`src/hdl/windowed_frame_rate_meter_macros.svh`:
```
// Assertion macros shared by the frame rate meter RTL.
// Included by files that carry concurrent checks; depends on nothing else.
`ifndef WINDOWED_FRAME_RATE_METER_MACROS_SVH
`define WINDOWED_FRAME_RATE_METER_MACROS_SVH

`ifndef SYNTHESIS
// Same-cycle implication, disabled while reset is asserted.
`define WFRM_ASSERT_NOW(lbl, clk, rstn, ante, cons) \
  lbl: assert property (@(posedge clk) disable iff (!rstn) (ante) |-> (cons)) \
    else $error("frame rate meter check failed");
// Next-cycle implication, disabled while reset is asserted.
`define WFRM_ASSERT_NEXT(lbl, clk, rstn, ante, cons) \
  lbl: assert property (@(posedge clk) disable iff (!rstn) (ante) |=> (cons)) \
    else $error("frame rate meter check failed");
`else
`define WFRM_ASSERT_NOW(lbl, clk, rstn, ante, cons)
`define WFRM_ASSERT_NEXT(lbl, clk, rstn, ante, cons)
`endif

`endif

```
`src/hdl/wfrm_pkg.sv`:
```
// Shared types, codes and helpers for the windowed frame rate meter.
// Used by wfrm_ring, wfrm_div and windowed_frame_rate_meter; no dependencies.
package wfrm_pkg;

  localparam int unsigned WFRM_RING_DEPTH = 64;
  localparam int unsigned WFRM_TIME_WIDTH = 32;

  localparam int unsigned AVG_W      = 6;
  localparam int unsigned NUM_W      = 24;
  localparam int unsigned CNT_W      = $clog2(NUM_W);
  localparam int unsigned RATE_SCALE = 1000;
  localparam int unsigned FRAC_BITS  = 8;
  localparam logic [AVG_W-1:0] AVG_RESET = 6'd16;
  localparam logic [NUM_W-1:0] RATE_MAX  = {NUM_W{1'b1}};

  localparam logic [1:0] OP_FRAME   = 2'd0;
  localparam logic [1:0] OP_RATE    = 2'd1;
  localparam logic [1:0] OP_ELAPSED = 2'd2;

  localparam logic [1:0] STAT_OK          = 2'd0;
  localparam logic [1:0] STAT_ZERO_TIME   = 2'd1;
  localparam logic [1:0] STAT_ZERO_PERIOD = 2'd2;

  typedef struct packed {
    logic [1:0]  op;
    logic [31:0] now_ms;
  } in_t;

  typedef struct packed {
    logic [23:0] rate_q8;
    logic [31:0] elapsed_ms;
    logic [1:0]  status;
  } out_t;

  typedef struct packed {
    logic wr;
    logic rd;
  } ring_cmd_t;

  typedef struct packed {
    logic busy;
    logic done;
  } div_stat_t;

  // Reduces a period value modulo the ring depth by restoring subtraction.
  function automatic logic [AVG_W-1:0] avg_mod(input logic [AVG_W-1:0] v,
                                               input int unsigned depth);
    logic [31:0] rem;
    logic [31:0] step;
    rem = 32'(v);
    for (int k = AVG_W - 1; k >= 0; k--) begin
      step = 32'(depth) << k;
      if (rem >= step) begin
        rem = rem - step;
      end
    end
    return AVG_W'(rem);
  endfunction

endpackage

```
`src/hdl/wfrm_ring.sv`:
```
// Timestamp ring memory with one shared read/write port and registered read data.
// Depends on wfrm_pkg. Entries never written read as zero, tracked by a fill count.
module wfrm_ring import wfrm_pkg::*; #(
  parameter int unsigned RING_DEPTH = WFRM_RING_DEPTH,
  parameter int unsigned TIME_WIDTH = WFRM_TIME_WIDTH
) (
  input  logic                          clk,
  input  logic                          rst_n,
  input  ring_cmd_t                     cmd,
  input  logic [$clog2(RING_DEPTH)-1:0] addr,
  input  logic [TIME_WIDTH-1:0]         wdata,
  output logic [TIME_WIDTH-1:0]         rdata
);

  localparam int unsigned FILL_W = $clog2(RING_DEPTH + 1);

  logic [TIME_WIDTH-1:0] mem [RING_DEPTH];
  logic [TIME_WIDTH-1:0] rd_data_r;
  logic                  rd_ok_r;
  logic                  rd_ok_nxt;
  logic [FILL_W-1:0]     fill_r;
  logic [FILL_W-1:0]     fill_nxt;
  logic                  full;

  // Frames are written at consecutive addresses starting at one, so an entry
  // has been written once the fill count reaches it, and all of them are
  // written once the count saturates at the depth.
  assign full = (fill_r == FILL_W'(RING_DEPTH));

  always_comb begin
    fill_nxt = fill_r;
    if (cmd.wr && !full) begin
      fill_nxt = fill_r + FILL_W'(1);
    end
    rd_ok_nxt = full || ((addr != '0) && (fill_r >= FILL_W'(addr)));
  end

  always_ff @(posedge clk) begin
    if (cmd.wr) begin
      mem[addr] <= wdata;
    end
    if (cmd.rd) begin
      rd_data_r <= mem[addr];
    end
  end

  always_ff @(posedge clk) begin
    if (!rst_n) begin
      fill_r  <= '0;
      rd_ok_r <= 1'b0;
    end else begin
      fill_r <= fill_nxt;
      if (cmd.rd) begin
        rd_ok_r <= rd_ok_nxt;
      end
    end
  end

  assign rdata = rd_ok_r ? rd_data_r : '0;

endmodule

```
`src/hdl/wfrm_div.sv`:
```
// Bit-serial restoring divider: one quotient bit per cycle.
// Depends on wfrm_pkg for the numerator width and status struct.
module wfrm_div import wfrm_pkg::*; #(
  parameter int unsigned TIME_WIDTH = WFRM_TIME_WIDTH
) (
  input  logic                  clk,
  input  logic                  rst_n,
  input  logic                  start,
  input  logic [NUM_W-1:0]      num,
  input  logic [TIME_WIDTH-1:0] den,
  output div_stat_t             stat,
  output logic [NUM_W-1:0]      quot
);

  logic                  busy_r, busy_nxt;
  logic                  done_r, done_nxt;
  logic [CNT_W-1:0]      cnt_r, cnt_nxt;
  logic [NUM_W-1:0]      num_r, num_nxt;
  logic [NUM_W-1:0]      quot_r, quot_nxt;
  logic [TIME_WIDTH-1:0] den_r, den_nxt;
  logic [TIME_WIDTH-1:0] rem_r, rem_nxt;
  logic [TIME_WIDTH:0]   shifted;
  logic [TIME_WIDTH:0]   trial;

  assign shifted = {rem_r, num_r[NUM_W-1]};
  assign trial   = shifted - {1'b0, den_r};

  always_comb begin
    busy_nxt = busy_r;
    done_nxt = 1'b0;
    cnt_nxt  = cnt_r;
    num_nxt  = num_r;
    quot_nxt = quot_r;
    den_nxt  = den_r;
    rem_nxt  = rem_r;
    if (start) begin
      busy_nxt = 1'b1;
      cnt_nxt  = CNT_W'(NUM_W - 1);
      num_nxt  = num;
      den_nxt  = den;
      rem_nxt  = '0;
      quot_nxt = '0;
    end else if (busy_r) begin
      num_nxt = num_r << 1;
      if (!trial[TIME_WIDTH]) begin
        rem_nxt  = trial[TIME_WIDTH-1:0];
        quot_nxt = {quot_r[NUM_W-2:0], 1'b1};
      end else begin
        rem_nxt  = shifted[TIME_WIDTH-1:0];
        quot_nxt = {quot_r[NUM_W-2:0], 1'b0};
      end
      if (cnt_r == '0) begin
        busy_nxt = 1'b0;
        done_nxt = 1'b1;
      end else begin
        cnt_nxt = cnt_r - CNT_W'(1);
      end
    end
  end

  always_ff @(posedge clk) begin
    if (!rst_n) begin
      busy_r <= 1'b0;
      done_r <= 1'b0;
      cnt_r  <= '0;
    end else begin
      busy_r <= busy_nxt;
      done_r <= done_nxt;
      cnt_r  <= cnt_nxt;
    end
  end

  always_ff @(posedge clk) begin
    num_r  <= num_nxt;
    quot_r <= quot_nxt;
    den_r  <= den_nxt;
    rem_r  <= rem_nxt;
  end

  assign stat.busy = busy_r;
  assign stat.done = done_r;
  assign quot      = quot_r;

endmodule

```
`src/hdl/windowed_frame_rate_meter.sv`:
```
// Windowed frame rate meter: top level with the sequencer, pointers and output register.
// Depends on wfrm_pkg, wfrm_ring, wfrm_div and windowed_frame_rate_meter_macros.svh.
//
// Usage: the input channel carries an op code and a millisecond time stamp. A
// frame op stores the time in the next ring slot; a rate op returns, in
// unsigned Q16.8 frames per second, the averaging period times 1000 divided by
// the time between the newest stamp and the stamp that many frames back, and
// remembers the newest stamp as the query time; an elapsed op returns the time
// since that query. The single configuration register holds the period.
// The block works on one transfer at a time. A frame, elapsed or unused op goes
// from the idle state through the execute state to the result state, which loads
// the output register; a rate op reads the newest and the older stamp from the
// ring and runs the 24-step bit-serial divider, and a zero period or zero time
// skips the divider. The output register decouples the two sides, so a new
// transfer is accepted while an earlier result still waits; a finished result
// then waits until the output register frees up. A stalled receiver thus holds
// the block after at most one further transfer. Reset clears the pointers, the
// query time and the fill count of the ring, so unwritten slots read as zero.
`include "windowed_frame_rate_meter_macros.svh"

module windowed_frame_rate_meter import wfrm_pkg::*; #(
  parameter int unsigned RING_DEPTH = WFRM_RING_DEPTH,
  parameter int unsigned TIME_WIDTH = WFRM_TIME_WIDTH
) (
  input  logic             clk,
  input  logic             rst_n,
  input  logic             in_valid,
  output logic             in_stall,
  input  in_t              in_data,
  output logic             out_valid,
  input  logic             out_stall,
  output out_t             out_data,
  input  logic             cfg_we,
  input  logic [AVG_W-1:0] cfg_wdata
);

  localparam int unsigned PTR_W  = $clog2(RING_DEPTH);
  localparam int unsigned DIFF_W = ((PTR_W > AVG_W) ? PTR_W : AVG_W) + 1;

  // One-hot sequencer states.
  typedef enum logic [5:0] {
    S_IDLE    = 6'b000001,
    S_EXEC    = 6'b000010,
    S_RD_NEW  = 6'b000100,
    S_RD_BACK = 6'b001000,
    S_DIVIDE  = 6'b010000,
    S_RESULT  = 6'b100000
  } state_t;

  state_t                state_r, state_nxt;
  logic [1:0]            op_r, op_nxt;
  logic [TIME_WIDTH-1:0] now_r, now_nxt;
  logic [TIME_WIDTH-1:0] newest_r, newest_nxt;
  logic [TIME_WIDTH-1:0] last_r, last_nxt;
  logic [PTR_W-1:0]      wp_r, wp_nxt;
  logic [AVG_W-1:0]      avg_r, avg_nxt;
  out_t                  res_r, res_nxt;
  logic                  out_valid_r, out_valid_nxt;
  out_t                  out_data_r, out_data_nxt;

  logic [PTR_W-1:0]      wp_inc;
  logic [DIFF_W-1:0]     back_diff;
  logic [PTR_W-1:0]      back_ptr;
  logic [TIME_WIDTH-1:0] delta;
  logic [TIME_WIDTH-1:0] elapsed_full;

  ring_cmd_t             ring_cmd;
  logic [PTR_W-1:0]      ring_addr;
  logic [TIME_WIDTH-1:0] ring_rdata;

  logic                  div_start;
  logic [NUM_W-1:0]      div_num;
  div_stat_t             div_stat;
  logic [NUM_W-1:0]      div_quot;

  wfrm_ring #(
    .RING_DEPTH (RING_DEPTH),
    .TIME_WIDTH (TIME_WIDTH)
  ) u_ring (
    .clk   (clk),
    .rst_n (rst_n),
    .cmd   (ring_cmd),
    .addr  (ring_addr),
    .wdata (now_r),
    .rdata (ring_rdata)
  );

  wfrm_div #(
    .TIME_WIDTH (TIME_WIDTH)
  ) u_div (
    .clk   (clk),
    .rst_n (rst_n),
    .start (div_start),
    .num   (div_num),
    .den   (delta),
    .stat  (div_stat),
    .quot  (div_quot)
  );

  // The write pointer always names the newest stamp; a frame advances it first.
  assign wp_inc = (wp_r == PTR_W'(RING_DEPTH - 1)) ? '0 : (wp_r + PTR_W'(1));

  // The period is always below the depth, so one wrap correction suffices.
  assign back_diff = DIFF_W'(wp_r) - DIFF_W'(avg_r);
  assign back_ptr  = back_diff[DIFF_W-1] ? PTR_W'(back_diff + DIFF_W'(RING_DEPTH))
                                         : PTR_W'(back_diff);

  // In the cycle after the second read, the ring output holds the older stamp.
  assign delta        = newest_r - ring_rdata;
  assign elapsed_full = now_r - last_r;

  // Numerator: period times 1000, scaled by 256 for the Q16.8 result.
  assign div_num = NUM_W'(NUM_W'(avg_r) * NUM_W'(RATE_SCALE)) << FRAC_BITS;

  assign in_stall = (state_r != S_IDLE);

  always_comb begin
    state_nxt     = state_r;
    op_nxt        = op_r;
    now_nxt       = now_r;
    newest_nxt    = newest_r;
    last_nxt      = last_r;
    wp_nxt        = wp_r;
    avg_nxt       = avg_r;
    res_nxt       = res_r;
    out_valid_nxt = out_valid_r;
    out_data_nxt  = out_data_r;
    ring_cmd      = '0;
    ring_addr     = wp_r;
    div_start     = 1'b0;

    if (cfg_we) begin
      avg_nxt = avg_mod(cfg_wdata, RING_DEPTH);
    end

    // The receiver takes the held result; a new one may be loaded below.
    if (out_valid_r && !out_stall) begin
      out_valid_nxt = 1'b0;
    end

    unique case (state_r)
      S_IDLE: begin
        if (in_valid) begin
          op_nxt    = in_data.op;
          now_nxt   = TIME_WIDTH'(in_data.now_ms);
          state_nxt = S_EXEC;
        end
      end
      S_EXEC: begin
        res_nxt = '0;
        unique case (op_r)
          OP_FRAME: begin
            wp_nxt       = wp_inc;
            ring_cmd.wr  = 1'b1;
            ring_addr    = wp_inc;
            state_nxt    = S_RESULT;
          end
          OP_RATE: begin
            ring_cmd.rd  = 1'b1;
            ring_addr    = wp_r;
            state_nxt    = S_RD_NEW;
          end
          OP_ELAPSED: begin
            res_nxt.elapsed_ms = 32'(elapsed_full);
            state_nxt          = S_RESULT;
          end
          default: begin
            // The unused op code leaves the state alone and answers with zeros.
            state_nxt = S_RESULT;
          end
        endcase
      end
      S_RD_NEW: begin
        newest_nxt  = ring_rdata;
        ring_cmd.rd = 1'b1;
        ring_addr   = back_ptr;
        state_nxt   = S_RD_BACK;
      end
      S_RD_BACK: begin
        last_nxt = newest_r;
        if (avg_r == '0) begin
          res_nxt.status = STAT_ZERO_PERIOD;
          state_nxt      = S_RESULT;
        end else if (delta == '0) begin
          res_nxt.rate_q8 = RATE_MAX;
          res_nxt.status  = STAT_ZERO_TIME;
          state_nxt       = S_RESULT;
        end else begin
          div_start = 1'b1;
          state_nxt = S_DIVIDE;
        end
      end
      S_DIVIDE: begin
        // The quotient never exceeds the 24-bit numerator, so no clamp is needed.
        if (div_stat.done) begin
          res_nxt.rate_q8 = div_quot;
          state_nxt       = S_RESULT;
        end
      end
      S_RESULT: begin
        if (!out_valid_r || !out_stall) begin
          out_valid_nxt = 1'b1;
          out_data_nxt  = res_r;
          state_nxt     = S_IDLE;
        end
      end
      default: begin
        state_nxt = S_IDLE;
      end
    endcase
  end

  always_ff @(posedge clk) begin
    if (!rst_n) begin
      state_r     <= S_IDLE;
      op_r        <= OP_FRAME;
      last_r      <= '0;
      wp_r        <= '0;
      avg_r       <= avg_mod(AVG_RESET, RING_DEPTH);
      out_valid_r <= 1'b0;
    end else begin
      state_r     <= state_nxt;
      op_r        <= op_nxt;
      last_r      <= last_nxt;
      wp_r        <= wp_nxt;
      avg_r       <= avg_nxt;
      out_valid_r <= out_valid_nxt;
    end
  end

  always_ff @(posedge clk) begin
    now_r      <= now_nxt;
    newest_r   <= newest_nxt;
    res_r      <= res_nxt;
    out_data_r <= out_data_nxt;
  end

  assign out_valid = out_valid_r;
  assign out_data  = out_data_r;

  // The divider runs only while the sequencer waits for it.
  `WFRM_ASSERT_NOW(a_div_owned, clk, rst_n, div_stat.busy, state_r == S_DIVIDE)
  // A zero period answer always carries a zero rate.
  `WFRM_ASSERT_NOW(a_zero_period_rate, clk, rst_n, out_valid_r && (out_data_r.status == STAT_ZERO_PERIOD), out_data_r.rate_q8 == '0)
  // An elapsed answer never carries rate fields.
  `WFRM_ASSERT_NOW(a_elapsed_clean, clk, rst_n, out_valid_r && (out_data_r.elapsed_ms != '0), (out_data_r.rate_q8 == '0) && (out_data_r.status == STAT_OK))
  // The write pointer stays inside the ring.
  `WFRM_ASSERT_NOW(a_wp_range, clk, rst_n, 1'b1, wp_r <= PTR_W'(RING_DEPTH - 1))
  // A started divide always hands its result over before the next transfer.
  `WFRM_ASSERT_NEXT(a_div_to_result, clk, rst_n, (state_r == S_DIVIDE) && div_stat.done, state_r == S_RESULT)

endmodule

```
`config.mk`:
```
export PLATFORM = sky130hd
export DESIGN_NAME = windowed_frame_rate_meter
export DESIGN_NICKNAME = d
export VERILOG_FILES = /design/src/hdl/wfrm_pkg.sv /design/src/hdl/wfrm_ring.sv /design/src/hdl/wfrm_div.sv /design/src/hdl/windowed_frame_rate_meter.sv
export VERILOG_INCLUDE_DIRS = /design/src /design/src/hdl
export SDC_FILE = /design/constraint.sdc
export NUM_CORES = 2
export LEC_CHECK = 0
export ABC_CLOCK_PERIOD_IN_PS = 5900
export BUFFER_PORTS_ARGS = -buffer_cell sky130_fd_sc_hd__buf_2
export CORE_UTILIZATION = 55
export CTS_CLUSTER_DIAMETER = 150
export DETAILED_ROUTE_END_ITERATION = 16
export PLACE_DENSITY = 0.7
export REMOVE_ABC_BUFFERS = 1
export SLEW_MARGIN = 20
export SYNTH_ARGS = -nofsm -noshare
export SYNTH_HDL_FRONTEND = slang
export SYNTH_HIERARCHICAL = 1
export SYNTH_SLANG_ARGS = --single-unit
export TNS_END_PERCENT = 50
```
`constraint.sdc`:
```
create_clock -name clk -period 5.9 [get_ports clk]
set_clock_uncertainty 0.1 [all_clocks]
set_input_delay 0.59 -clock clk [delete_from_list [all_inputs] [get_ports clk]]
set_output_delay 0.59 -clock clk [all_outputs]
set_load 0.005 [all_outputs]
```
==> out/qor.txt <==
Vias in the first global route: 59450
Worst-margin pin slew: 1335 ps
Die ar.: 0.1835 mm²
Pwr Total: 35.21 mW
DIE HEIGHT: 428.4 µm
First-pass GRT wire length: 450.7 mm
Period utilization: 92.48%
Met3 routed WL: 45.74 mm
Part of the power in combinational logic: 4.0%
DRC viols: 0
Core Footprint: 0.1807 mm²
Largest net degree at the start of global routing: 86
Commonest non-fill, non-tap cells in the layout: edfxtp_1, mux2i_1, buf_4, nand2_1, a21oi_1
Rows: 156
Syn Inst Count: 6287
Inserted Clock Buffers: 233
Worst Path Required: 6440 ps
Setup violations, final: 0
Max VDD drop: 312.8 µV
Routed vias/inst: 6.806
Top Layer Used: met5
PwrDens: 310.3 mW/mm²
Status: finished clean
Most common cell after layout, fill and taps aside: edfxtp_1
Share of cells above drive strength 1: 17.30%
Met2 wire len: 142.7 mm
Via count: 63041
Number of DRC markers in iteration 0: 9824
ANT nets after route: 0
CTS H-tree lvls: 4
YS warnings: 6
Post-cts sizing count: 0
Unrepaired setup endpoints after global routing: no
Layout Nets: 6872
Syn Std Cell Area: 0.1000 mm²
Register share of total power: 54.2%
Slew headroom: 10.06%
Final worst slack: 443.8 ps
Critical Path Source Type: register
Max-slew violations: 0
All-Layer GR Usage: 35.09%
First-pass DRT Iterations: 8
CTS Root Cell: clkbuf_16
P_sw: 7.678 mW
Fmax achieved: 0.1833 GHz
Max-cap viol count: 0
TNS Setup: 0 ps
Total grt overflow: 0
Worst skew pair latency: 930 ps
DRT met1 WL: 111.4 mm
Mean routed wirelength per cell: 35.17 µm
Final hold violation count: 0
Antenna violations before repair: 50
Minimum clock period: 5456 ps
Syn_area_per_cell: 15.91 µm²
Part of the power in the clock network: 41.8%
Final WL: 325.7 mm
Net Sw Frac: 21.80%
Internal power: 27.54 mW
Quantity of I/O buffers inserted on ports: 104
CTS tree: built
GP Congestion: 1.020
Dpl ws: 469.2 ps
P_leak: 36.86 nW
Area grow syn2layout: 13.49%
Worst Setup End Kind: register
Clk pin slew, worst setup/hold paths: 60 ps
Clock Sinks: 2440
Worst EP arrival: 5990 ps
Detailed Place HPWL: 207.1 mm
WS Path Type: register to register
Hold Crit Class: input port to register
Chip Width: 428.4 µm
CTS Buffer Depth: 3
I/O pin cnt: 105
Max FO, Critical Path: 31
Initial Utilization: 55.33%
-- flip-flops by register name, summed over array words and instances, names as in the netlist, 32 cells and up --
signal and count:
u_ring/mem 2048, out_data 58, now_r 32, u_ring/rd_data_r 32, u_div/den_r 32, newest_r 32
last_r 32, u_div/rem_r 32, res_r 58
-- layout make-up --
cell class / count / area [µm²]
Antenna cell: 23 / 57.56
Clock buffer: 286 / 6053
Clock inverter: 143 / 1474
Fill cell: 12934 / 67240
Inverter: 175 / 671.9
Multi-Input combinational cell: 3312 / 26100
Sequential cell: 2440 / 72030
Tap cell: 2370 / 2965
Timing Repair Buffer: 513 / 4144
-- layer usage --
metal  vias up  track usage [%]
li1      25690                -
met1     31467            44.79
met2      4780            51.92
met3      1064            11.11
met4        40            22.92
met5         -                0
-- critical path, cell delays in order, from the launching register on --
cell	delay [ps]
dfxtp_1	340
nor4_1	430
nand3b_1	370
nand2_1	260
o21ai_0	160
a222oi_1	610
inv_8	240
and2_2	440
buf_12	270
a221oi_1	320
nor2_1	80
o21ai_1	700
nand4_1	330
or4_1	530
-- path summary, 6_finish.rpt --
path              cells after the start                     from                              to  slack, ps
hold / removal                        3                   cfg_we           avg_r[5]$_SDFFE_PN0P_         70
setup reg to reg                     13  state_r[5]$_SDFFE_PN0P_  u_ring/rd_data_r[10]$_DFFE_PP_        440
hold reg to reg                       0  res_r[18]$_SDFFCE_PP0P_          out_data[18]$_DFFE_PP_        290
setup / recovery                     13  state_r[5]$_SDFFE_PN0P_  u_ring/rd_data_r[10]$_DFFE_PP_        440
-- timing repair --
action                     4_1_cts  5_1_grt
setup endpoints to repair        0        0
setup buffers                    0        0
hold buffers                    43        0
hold endpoints to repair        41        0
-- power by group through the flow --
stage                     logic (mW)  clock network [mW]  registers (mW)
after floorplan                0.726                   0            19.5
after global placement          1.29                   0            19.5
after detailed placement        1.33                   0            19.5
after CTS                       1.36                14.8            19.1
after global routing            1.45                15.4            19.1
final                           1.39                14.7            19.1
-- through the flow --
| stage | std cells | utilization [%] | cell area, µm² | hold slack [ps] |
|---|---|---|---|---|
| floorplan | 5927 | - | 98120 | 300.3 |
| finish | 9262 | 62.80 | 113500 | 69.76 |
| global route | 9241 | 62.77 | 113400 | 55.30 |
| CTS | 9239 | 62.76 | 113400 | 17.40 |
| detailed placement | 8767 | 58.36 | 105500 | 304.5 |
| global placement | 8766 | 58.34 | 105500 | 301.1 |
Note: power is estimated with default switching activity, not from simulation.
